## src/rtl/qdec_pkg.sv

```systemverilog
// Package for the quadrature decoder: action codes, config indexes, step table,
// configuration struct and reset constants. No dependencies.
`timescale 1ns / 1ps

package qdec_pkg;

  localparam int unsigned CPR_W     = 16;
  localparam int unsigned HOLDOFF_W = 20;
  localparam int unsigned CFG_W     = 20;
  localparam int unsigned POS_W     = 32;
  localparam int unsigned TIME_W    = 32;

  typedef enum logic [1:0] {
    ACT_SAMPLE = 2'd0,
    ACT_INDEX  = 2'd1,
    ACT_CLEAR  = 2'd2,
    ACT_PRIME  = 2'd3
  } action_e;

  typedef enum logic {
    CFG_COUNTS_PER_REV   = 1'b0,
    CFG_INDEX_HOLDOFF_US = 1'b1
  } cfg_index_e;

  typedef enum logic [1:0] {
    STEP_NONE = 2'd0,
    STEP_FWD  = 2'd1,
    STEP_REV  = 2'd2
  } step_e;

  localparam logic [CPR_W-1:0]     CPR_RESET     = 16'd4096;
  localparam logic [HOLDOFF_W-1:0] HOLDOFF_RESET = 20'd15000;
  localparam logic [CPR_W-1:0]     GATE_RESET    = 16'((4096 * 3) / 5);

  // floor(x / 5) = (x * GATE_RECIP) >> GATE_SHIFT, exact for x below 2^18
  localparam int unsigned   GATE_SHIFT = 20;
  localparam logic [17:0]   GATE_RECIP = 18'd209716;

  typedef struct packed {
    logic [CPR_W-1:0]     counts_per_rev;
    logic [HOLDOFF_W-1:0] holdoff_us;
    logic [CPR_W-1:0]     gate;
  } cfg_t;

  function automatic step_e step_lookup(input logic [1:0] last_ab, input logic [1:0] ab);
    step_e s;
    case ({last_ab, ab})
      4'd1, 4'd7, 4'd8, 4'd14:  s = STEP_FWD;
      4'd2, 4'd4, 4'd11, 4'd13: s = STEP_REV;
      default:                  s = STEP_NONE;
    endcase
    return s;
  endfunction

endpackage

```

## src/rtl/qdec_if.sv

```systemverilog
// Valid/ready channel interfaces for the quadrature decoder input and result words.
// Depends on qdec_pkg for field widths.
`timescale 1ns / 1ps

interface qdec_in_if;
  logic                          valid;
  logic                          ready;
  logic [1:0]                    action;
  logic [1:0]                    ab_state;
  logic [qdec_pkg::TIME_W-1:0]   now_us;

  modport source (output valid, action, ab_state, now_us, input ready);
  modport sink   (input valid, action, ab_state, now_us, output ready);
endinterface

interface qdec_out_if;
  logic                               valid;
  logic                               ready;
  logic signed [qdec_pkg::POS_W-1:0]  position;
  logic signed [qdec_pkg::POS_W-1:0]  revolutions;
  logic [qdec_pkg::CPR_W-1:0]         pulse_in_rev;
  logic                               dir_cw;
  logic                               index_taken;
  logic                               step_valid;

  modport source (output valid, position, revolutions, pulse_in_rev, dir_cw, index_taken,
                  step_valid, input ready);
  modport sink   (input valid, position, revolutions, pulse_in_rev, dir_cw, index_taken,
                  step_valid, output ready);
endinterface

```

## src/rtl/quadrature_decoder_with_index.sv

```systemverilog
// Top level of the x4 quadrature decoder with index-pulse revolution tracking.
// Depends on qdec_pkg, qdec_if, qdec_cfg and qdec_core.
`timescale 1ns / 1ps

// Usage:
//   in_i carries one word per event: action (sample, index edge, clear, prime),
//   the A/B pin pair and a 32-bit microsecond timestamp.
//   out_o returns exactly one word per input word: position, revolutions,
//   pulse_in_rev, dir_cw, index_taken and step_valid as they stand after it.
//   The result is registered: a word accepted at one edge shows on out_o after it.
//   Throughput is one word per cycle; the decoder state feeds straight back
//   into the next word through one level of table lookup, adders and compares.
//   The result register holds one word; while it is full and out_o.ready is
//   low, in_i.ready drops and the state holds. A word can enter in the same
//   cycle the held result is taken.
//   cfg_we_i writes counts_per_rev (index 0) or index_holdoff_us (index 1);
//   the index gate of counts_per_rev * 3 / 5 is computed at the write.
//   Write configuration only while no result is pending.
//   Reset clears all counts, sets direction to clockwise, empties the result
//   register and loads counts_per_rev 4096 and a holdoff of 15000 us.
module quadrature_decoder_with_index (
  input  logic                        clk_i,
  input  logic                        rst_ni,
  input  logic                        cfg_we_i,
  input  logic                        cfg_index_i,
  input  logic [qdec_pkg::CFG_W-1:0]  cfg_wdata_i,
  qdec_in_if.sink                     in_i,
  qdec_out_if.source                  out_o
);

  qdec_pkg::cfg_t cfg;

  qdec_cfg u_cfg (
    .clk_i       (clk_i),
    .rst_ni      (rst_ni),
    .cfg_we_i    (cfg_we_i),
    .cfg_index_i (cfg_index_i),
    .cfg_wdata_i (cfg_wdata_i),
    .cfg_o       (cfg)
  );

  qdec_core u_core (
    .clk_i  (clk_i),
    .rst_ni (rst_ni),
    .cfg_i  (cfg),
    .in_i   (in_i),
    .out_o  (out_o)
  );

endmodule

```

## src/rtl/qdec_cfg.sv

```systemverilog
// Configuration registers and the precomputed index gate (counts_per_rev * 3 / 5).
// Depends on qdec_pkg.
`timescale 1ns / 1ps

module qdec_cfg (
  input  logic                          clk_i,
  input  logic                          rst_ni,
  input  logic                          cfg_we_i,
  input  logic                          cfg_index_i,
  input  logic [qdec_pkg::CFG_W-1:0]    cfg_wdata_i,
  output qdec_pkg::cfg_t                cfg_o
);

  qdec_pkg::cfg_t cfg_q, cfg_d;
  logic [17:0]    triple;
  logic [35:0]    prod;

  always_comb begin
    triple = {2'b00, cfg_wdata_i[15:0]} + {1'b0, cfg_wdata_i[15:0], 1'b0};
    prod   = {18'd0, triple} * {18'd0, qdec_pkg::GATE_RECIP};
    cfg_d  = cfg_q;
    if (cfg_we_i) begin
      case (qdec_pkg::cfg_index_e'(cfg_index_i))
        qdec_pkg::CFG_COUNTS_PER_REV: begin
          cfg_d.counts_per_rev = cfg_wdata_i[qdec_pkg::CPR_W-1:0];
          cfg_d.gate = prod[qdec_pkg::GATE_SHIFT +: qdec_pkg::CPR_W];
        end
        qdec_pkg::CFG_INDEX_HOLDOFF_US: begin
          cfg_d.holdoff_us = cfg_wdata_i[qdec_pkg::HOLDOFF_W-1:0];
        end
        default: begin
          cfg_d = cfg_q;
        end
      endcase
    end
  end

  always_ff @(posedge clk_i or negedge rst_ni) begin
    if (!rst_ni) begin
      cfg_q.counts_per_rev <= qdec_pkg::CPR_RESET;
      cfg_q.holdoff_us     <= qdec_pkg::HOLDOFF_RESET;
      cfg_q.gate           <= qdec_pkg::GATE_RESET;
    end else begin
      cfg_q <= cfg_d;
    end
  end

  assign cfg_o = cfg_q;

endmodule

```

## src/rtl/qdec_core.sv

```systemverilog
// Decoder state, per-word update logic and the result register.
// Depends on qdec_pkg, qdec_if and the configuration from qdec_cfg.
`timescale 1ns / 1ps

module qdec_core (
  input  logic           clk_i,
  input  logic           rst_ni,
  input  qdec_pkg::cfg_t cfg_i,
  qdec_in_if.sink        in_i,
  qdec_out_if.source     out_o
);

  logic [1:0]                    last_ab_q, last_ab_d;
  logic [qdec_pkg::POS_W-1:0]    position_q, position_d;
  logic [qdec_pkg::POS_W-1:0]    revs_q, revs_d;
  logic [qdec_pkg::CPR_W-1:0]    pulse_q, pulse_d;
  logic                          dir_q, dir_d;
  logic [qdec_pkg::POS_W-1:0]    index_pos_q, index_pos_d;
  logic [qdec_pkg::TIME_W-1:0]   index_time_q, index_time_d;

  logic                          out_valid_q;
  logic                          taken_q, taken_d;
  logic                          step_q, step_d;

  logic                          accept;
  qdec_pkg::step_e               step;
  logic [qdec_pkg::CPR_W-1:0]    pulse_inc;
  logic [qdec_pkg::TIME_W-1:0]   elapsed;
  logic [qdec_pkg::POS_W-1:0]    diff;
  logic [qdec_pkg::POS_W-1:0]    distance;
  logic                          holdoff_ok;
  logic                          gate_ok;

  assign in_i.ready = !out_valid_q || out_o.ready;
  assign accept     = in_i.valid && in_i.ready;

  always_comb begin
    step       = qdec_pkg::step_lookup(last_ab_q, in_i.ab_state);
    pulse_inc  = pulse_q + 16'd1;
    elapsed    = in_i.now_us - index_time_q;
    diff       = position_q - index_pos_q;
    distance   = diff[qdec_pkg::POS_W-1] ? (32'd0 - diff) : diff;
    holdoff_ok = elapsed >= {12'd0, cfg_i.holdoff_us};
    gate_ok    = distance >= {16'd0, cfg_i.gate};

    last_ab_d    = last_ab_q;
    position_d   = position_q;
    revs_d       = revs_q;
    pulse_d      = pulse_q;
    dir_d        = dir_q;
    index_pos_d  = index_pos_q;
    index_time_d = index_time_q;
    taken_d      = 1'b0;
    step_d       = 1'b0;

    case (qdec_pkg::action_e'(in_i.action))
      qdec_pkg::ACT_SAMPLE: begin
        last_ab_d = in_i.ab_state;
        if (step != qdec_pkg::STEP_NONE) begin
          step_d     = 1'b1;
          dir_d      = (step == qdec_pkg::STEP_FWD);
          position_d = (step == qdec_pkg::STEP_FWD) ? position_q + 32'd1 : position_q - 32'd1;
          pulse_d    = (pulse_inc >= cfg_i.counts_per_rev) ? '0 : pulse_inc;
        end
      end
      qdec_pkg::ACT_INDEX: begin
        if (holdoff_ok && gate_ok) begin
          taken_d      = 1'b1;
          index_pos_d  = position_q;
          index_time_d = in_i.now_us;
          pulse_d      = '0;
          revs_d       = dir_q ? revs_q + 32'd1 : revs_q - 32'd1;
        end
      end
      qdec_pkg::ACT_CLEAR: begin
        position_d = '0;
        revs_d     = '0;
        pulse_d    = '0;
      end
      qdec_pkg::ACT_PRIME: begin
        last_ab_d = in_i.ab_state;
      end
      default: begin
        last_ab_d = last_ab_q;
      end
    endcase
  end

  always_ff @(posedge clk_i or negedge rst_ni) begin
    if (!rst_ni) begin
      last_ab_q    <= '0;
      position_q   <= '0;
      revs_q       <= '0;
      pulse_q      <= '0;
      dir_q        <= 1'b1;
      index_pos_q  <= '0;
      index_time_q <= '0;
      out_valid_q  <= 1'b0;
      taken_q      <= 1'b0;
      step_q       <= 1'b0;
    end else begin
      if (accept) begin
        last_ab_q    <= last_ab_d;
        position_q   <= position_d;
        revs_q       <= revs_d;
        pulse_q      <= pulse_d;
        dir_q        <= dir_d;
        index_pos_q  <= index_pos_d;
        index_time_q <= index_time_d;
        out_valid_q  <= 1'b1;
        taken_q      <= taken_d;
        step_q       <= step_d;
      end else if (out_o.ready) begin
        out_valid_q  <= 1'b0;
      end
    end
  end

  assign out_o.valid        = out_valid_q;
  assign out_o.position     = position_q;
  assign out_o.revolutions  = revs_q;
  assign out_o.pulse_in_rev = pulse_q;
  assign out_o.dir_cw       = dir_q;
  assign out_o.index_taken  = taken_q;
  assign out_o.step_valid   = step_q;

`ifndef NO_ASSERTIONS
  a_taken_xor_step: assert property (@(posedge clk_i) disable iff (!rst_ni)
    out_valid_q |-> !(taken_q && step_q))
    else $error("index and step flagged on one word");

  a_index_clears_pulse: assert property (@(posedge clk_i) disable iff (!rst_ni)
    (out_valid_q && taken_q) |-> (pulse_q == '0))
    else $error("accepted index left pulse count nonzero");

  a_pulse_wraps: assert property (@(posedge clk_i) disable iff (!rst_ni)
    (out_valid_q && step_q) |-> (pulse_q == '0 || pulse_q < cfg_i.counts_per_rev))
    else $error("pulse count past wrap point");

  a_step_moves: assert property (@(posedge clk_i) disable iff (!rst_ni)
    (accept && step_d) |=> (position_q != $past(position_q)))
    else $error("valid step did not move position");
`endif

endmodule
```

## src/flat_wrapper.sv

```systemverilog
// flat-port wrapper written by rule: the top's interface ports become plain ports
module quadrature_decoder_with_index_flat 
  (clk_i, rst_ni, cfg_we_i, cfg_index_i, cfg_wdata_i, in_i_valid, in_i_action, in_i_ab_state, in_i_now_us, in_i_ready, out_o_valid, out_o_position, out_o_revolutions, out_o_pulse_in_rev, out_o_dir_cw, out_o_index_taken, out_o_step_valid, out_o_ready);
  qdec_in_if in_i_i ();
  qdec_out_if out_o_i ();
  input  logic clk_i;
  input  logic rst_ni;
  input  logic cfg_we_i;
  input  logic cfg_index_i;
  input  logic [qdec_pkg::CFG_W-1:0] cfg_wdata_i;
  input wire logic [$bits(in_i_i.valid)-1:0] in_i_valid;
  input wire logic [$bits(in_i_i.action)-1:0] in_i_action;
  input wire logic [$bits(in_i_i.ab_state)-1:0] in_i_ab_state;
  input wire logic [$bits(in_i_i.now_us)-1:0] in_i_now_us;
  output wire logic [$bits(in_i_i.ready)-1:0] in_i_ready;
  output wire logic [$bits(out_o_i.valid)-1:0] out_o_valid;
  output wire logic [$bits(out_o_i.position)-1:0] out_o_position;
  output wire logic [$bits(out_o_i.revolutions)-1:0] out_o_revolutions;
  output wire logic [$bits(out_o_i.pulse_in_rev)-1:0] out_o_pulse_in_rev;
  output wire logic [$bits(out_o_i.dir_cw)-1:0] out_o_dir_cw;
  output wire logic [$bits(out_o_i.index_taken)-1:0] out_o_index_taken;
  output wire logic [$bits(out_o_i.step_valid)-1:0] out_o_step_valid;
  input wire logic [$bits(out_o_i.ready)-1:0] out_o_ready;
  assign in_i_i.valid = in_i_valid;
  assign in_i_i.action = in_i_action;
  assign in_i_i.ab_state = in_i_ab_state;
  assign in_i_i.now_us = in_i_now_us;
  assign in_i_ready = in_i_i.ready;
  assign out_o_valid = out_o_i.valid;
  assign out_o_position = out_o_i.position;
  assign out_o_revolutions = out_o_i.revolutions;
  assign out_o_pulse_in_rev = out_o_i.pulse_in_rev;
  assign out_o_dir_cw = out_o_i.dir_cw;
  assign out_o_index_taken = out_o_i.index_taken;
  assign out_o_step_valid = out_o_i.step_valid;
  assign out_o_i.ready = out_o_ready;
  quadrature_decoder_with_index u_core (.clk_i(clk_i), .rst_ni(rst_ni), .cfg_we_i(cfg_we_i), .cfg_index_i(cfg_index_i), .cfg_wdata_i(cfg_wdata_i), .in_i(in_i_i), .out_o(out_o_i));
endmodule
```

## config.mk

```make
export PLATFORM = sky130hd
export DESIGN_NAME = quadrature_decoder_with_index_flat
export DESIGN_NICKNAME = d
export VERILOG_FILES = /design/src/rtl/qdec_pkg.sv /design/src/rtl/qdec_if.sv /design/src/rtl/quadrature_decoder_with_index.sv /design/src/rtl/qdec_cfg.sv /design/src/rtl/qdec_core.sv /design/src/flat_wrapper.sv
export SDC_FILE = /design/constraint.sdc
export NUM_CORES = 1
export LEC_CHECK = 0
export BUFFER_PORTS_ARGS = -buffer_cell sky130_fd_sc_hd__buf_4
export CAP_MARGIN = 20
export CORE_MARGIN = 1
export CORE_UTILIZATION = 55
export CTS_CLUSTER_DIAMETER = 200
export DETAILED_ROUTE_END_ITERATION = 12
export PLACE_DENSITY = 0.73
export SLEW_MARGIN = 20
export SYNTH_ARGS = -nofsm -noshare
export SYNTH_HDL_FRONTEND = slang
export SYNTH_SLANG_ARGS = --single-unit
```

## constraint.sdc

```tcl
create_clock -name clk_i -period 7.06 [get_ports clk_i]
set_input_delay 0.353 -clock clk_i [delete_from_list [all_inputs] [get_ports clk_i]]
set_output_delay 0.353 -clock clk_i [all_outputs]
set_load 0.01 [all_outputs]
```

==> flow_summary.yaml <==
sta:
  min_period_over_period_pct: 102
  fin_worst_skew_ns: 0.0236
  rsz0062_at_grt: "true"
  fin_crit_ns: 7.21
  fmax_mhz: 139
  drv_slew: 0
  tightest_slew_ns: 1.00
  worst_slack_ns: -0.146
  hold_violations: 0
  slew_headroom_pct: 32.9
  setup_viol: 5
  finalSetupTns_ns: -0.537
placed_design:
  port_buffers: 146
  gp_congestion: 0.984
  place_hpwl_um: 46900
global_routing:
  overflow: 0
  grt_pass1_vias: 20011
  grt_max_degree: 100
  grt_usage_pct: 28.1
  grt_pass1_wl_um: 97200
  antenna_found_initial: 0
route:
  drt_iter0_markers: 1018
  drc: 0
  routedWlPerCell_um: 16.9
  vias: 20190
  vias_per_cell: 5.75
  routed_wl_um: 59400
  final_antenna_net_count: 0
  dr.pass1.iters: 5
logic_synthesis:
  synth_top_area_share_pct: 20.6
  yosys-top-cells-area: "dfrtp_1 (21%), ha_1 (18%), fa_1 (7.7%)"
  synth_top_area_cell: "dfrtp_1"
  synth_seq_area_share_pct: 22.3
  yosysMostFrequentCell: "ha_1"
  synth_ff_type: "dfrtp_1"
  syn-instance-count: 2643
  synth.distinct_cells: 98
  syn_area_mm2: 0.0227
  ys_warn_count: 0
  syn-mean-instance-area_um2: 8.60
  synth_seq_cells: 202
  synth_edf_count: 0
  synth.top_cells.by_count: "ha_1 (333), inv_1 (324), nand2_1 (263)"
  async_flop_share_pct: 100
  synthesis.nets: 3125
cts:
  clock_sinks: 202
  cts_buffer_depth: 3
  cts_tree: "done"
  clock-root-buffer: "clkbuf_16"
  path_clk_slew_ns: 0.06
  cts_buffers: 26
  clk_latency_ns: 0.56
  htree_levels: 1
layout:
  diodes: 0
  final_layout_size_suffix_gt1_share_pct: 17.6
  nFillCells: 3337
  area_growth_pct: 19.5
  final_nets: 3441
critical_path:
  rrSetupSlack_ns: 0.47
  cp-end-kind: "flop"
  crit_family: "compound AO/OA/AOI/OAI gates"
  worstPathRequired_ns: 7.50
  cp_slowest_cell: "fa_1"
  path_max_fanout: 4
  path_buf_inv: 5
  r2r_cells: 28
  start_kind: "primary input"
  path_class: "primary input to flop"
  cp.arrival_ns: 7.64
  r2r-end: "u_core.u_core.out_o.pulse_in_rev[7]"
  r2r_start: "u_core.u_core.out_o.position[9]"
  max_stage_delay_ns: 0.53
status:
  outcome: "finished with violations"
  violations: "negative setup slack"
floorplan:
  die_width_um: 205
  ios: 147
  die_h_um: 205
  core_area_mm2: 0.0408
  row_count: 74
  start_util_pct: 55.7
  die_area_mm2: 0.0421
min_path:
  min_path_cells: 3
  hold_start: "in_i_now_us[6]"
  hold_class: "primary input to flop"
  hold_end: "u_core.u_core.index_time_q[6]"
run:
  cap_viol_max_count: 0
-- worst register-to-register path, delay by kind of cell (launching register included) --
family | cells | cell delay [ns]
compound gates | 16 | 2.98
flops | 1 | 0.46
xor+xnor | 1 | 0.14
simple gates | 6 | 1.71
buf+inv | 3 | 0.63
fa+ha+maj | 2 | 0.62
-- layer usage --
metal / global-route usage (%) / wire length (µm)
met1: 35.8 / 26000
met2: 49.5 / 29300
met3: 3.07 / 2400
met4: 8.70 / 1670
met5: 0 / 0
-- timing repair --
| item | in CTS | in global routing |
|---|---|---|
| resized for setup | 31 | 35 |
| hold buffers | 15 | 0 |
| pin swaps | 23 | 19 |
| setup endpoints to repair | 6 | 12 |
| setup buffers | 29 | 15 |
| endpoints found under the hold margin | 105 | 0 |
-- flip-flops by register name, indices dropped and copies added, names as in the netlist --
name and count:
u_core.u_core.out_o.index_taken 1, u_core.u_core.index_time_q 32, u_core.u_core.out_o.position 32, u_core.u_core.last_ab_q 2
u_core.u_core.out_o.revolutions 32, u_core.u_core.out_o.step_valid 1, u_core.u_core.out_o.dir_cw 1, u_core.u_core.index_pos_q 32
u_core.u_cfg.cfg_o 52, u_core.u_core.out_o.pulse_in_rev 16, u_core.u_core.out_o.valid 1
-- kinds of logic after synthesis --
kind of cell | after synthesis | synth area share, %
buf+inv | 388 | 6.88
compound gates | 720 | 20.8
mux | 34 | 1.70
xor+xnor | 193 | 7.44
flops | 202 | 22.3
simple gates | 686 | 14.8
fa+ha+maj | 420 | 26.0
-- cell usage in the layout, fill, tap and decap left out, types with 23 or more instances in the layout --
cell,Yosys,final
buf_4,2,326
ha_1,333,319
inv_1,324,315
nand2_1,263,262
dfrtp_1,187,187
o21ai_0,157,151
a21oi_1,147,134
nor2_1,126,122
xnor2_1,124,119
fa_1,87,86
a21o_1,70,69
xor2_1,69,66
o21ai_1,56,59
nand3_1,46,46
nor3_1,42,41
nand2b_1,37,35
a211oi_1,30,30
o31ai_1,30,30
a22o_1,30,30
o21bai_1,26,26
and3_1,28,26
clkbuf_16,0,26
nor2b_1,25,23
-- how the worst max path moves through the flow --
stage                         startpoint                     end  depth (start not counted)
after detailed placement  cfg_wdata_i[1]  u_core.u_cfg.cfg_o[13]                         38
after CTS                 cfg_wdata_i[2]  u_core.u_cfg.cfg_o[13]                         38
after global placement    cfg_wdata_i[1]  u_core.u_cfg.cfg_o[13]                         38
final                     cfg_wdata_i[2]  u_core.u_cfg.cfg_o[13]                         38
after global routing      cfg_wdata_i[1]  u_core.u_cfg.cfg_o[13]                         40
after floorplan           cfg_wdata_i[0]  u_core.u_cfg.cfg_o[13]                         39
-- metrics by stage --
stage                     hold slack [ns]  utilization (%)  instance area (µm²)  instances  setup slack (ns)
after global placement              0.466             62.4                25500       3409            -0.782
final                              0.0200             66.5                27100       3511            -0.146
after floorplan                    0.0574                -                22900       2643            -0.645
after CTS                         0.00102             65.9                26900       3501           -0.0896
after global routing              0.00689             66.5                27100       3511            -0.514
after detailed placement            0.472             62.4                25500       3409            -0.927
-- cell type report --
type	instances	area [µm²]	share of cell area [%]
clock buffers	41	777	2.86
clock inverters	7	82.6	0.304
inverters	324	1220	4.48
multi-input cells	2053	16600	61.1
flip-flops and latches	202	5070	18.7
well taps	532	666	2.45
repair buffers	352	2760	10.2
Power is not shown: default switching activity piles up to over one toggle a cycle in this logic, so the estimate is an artifact.
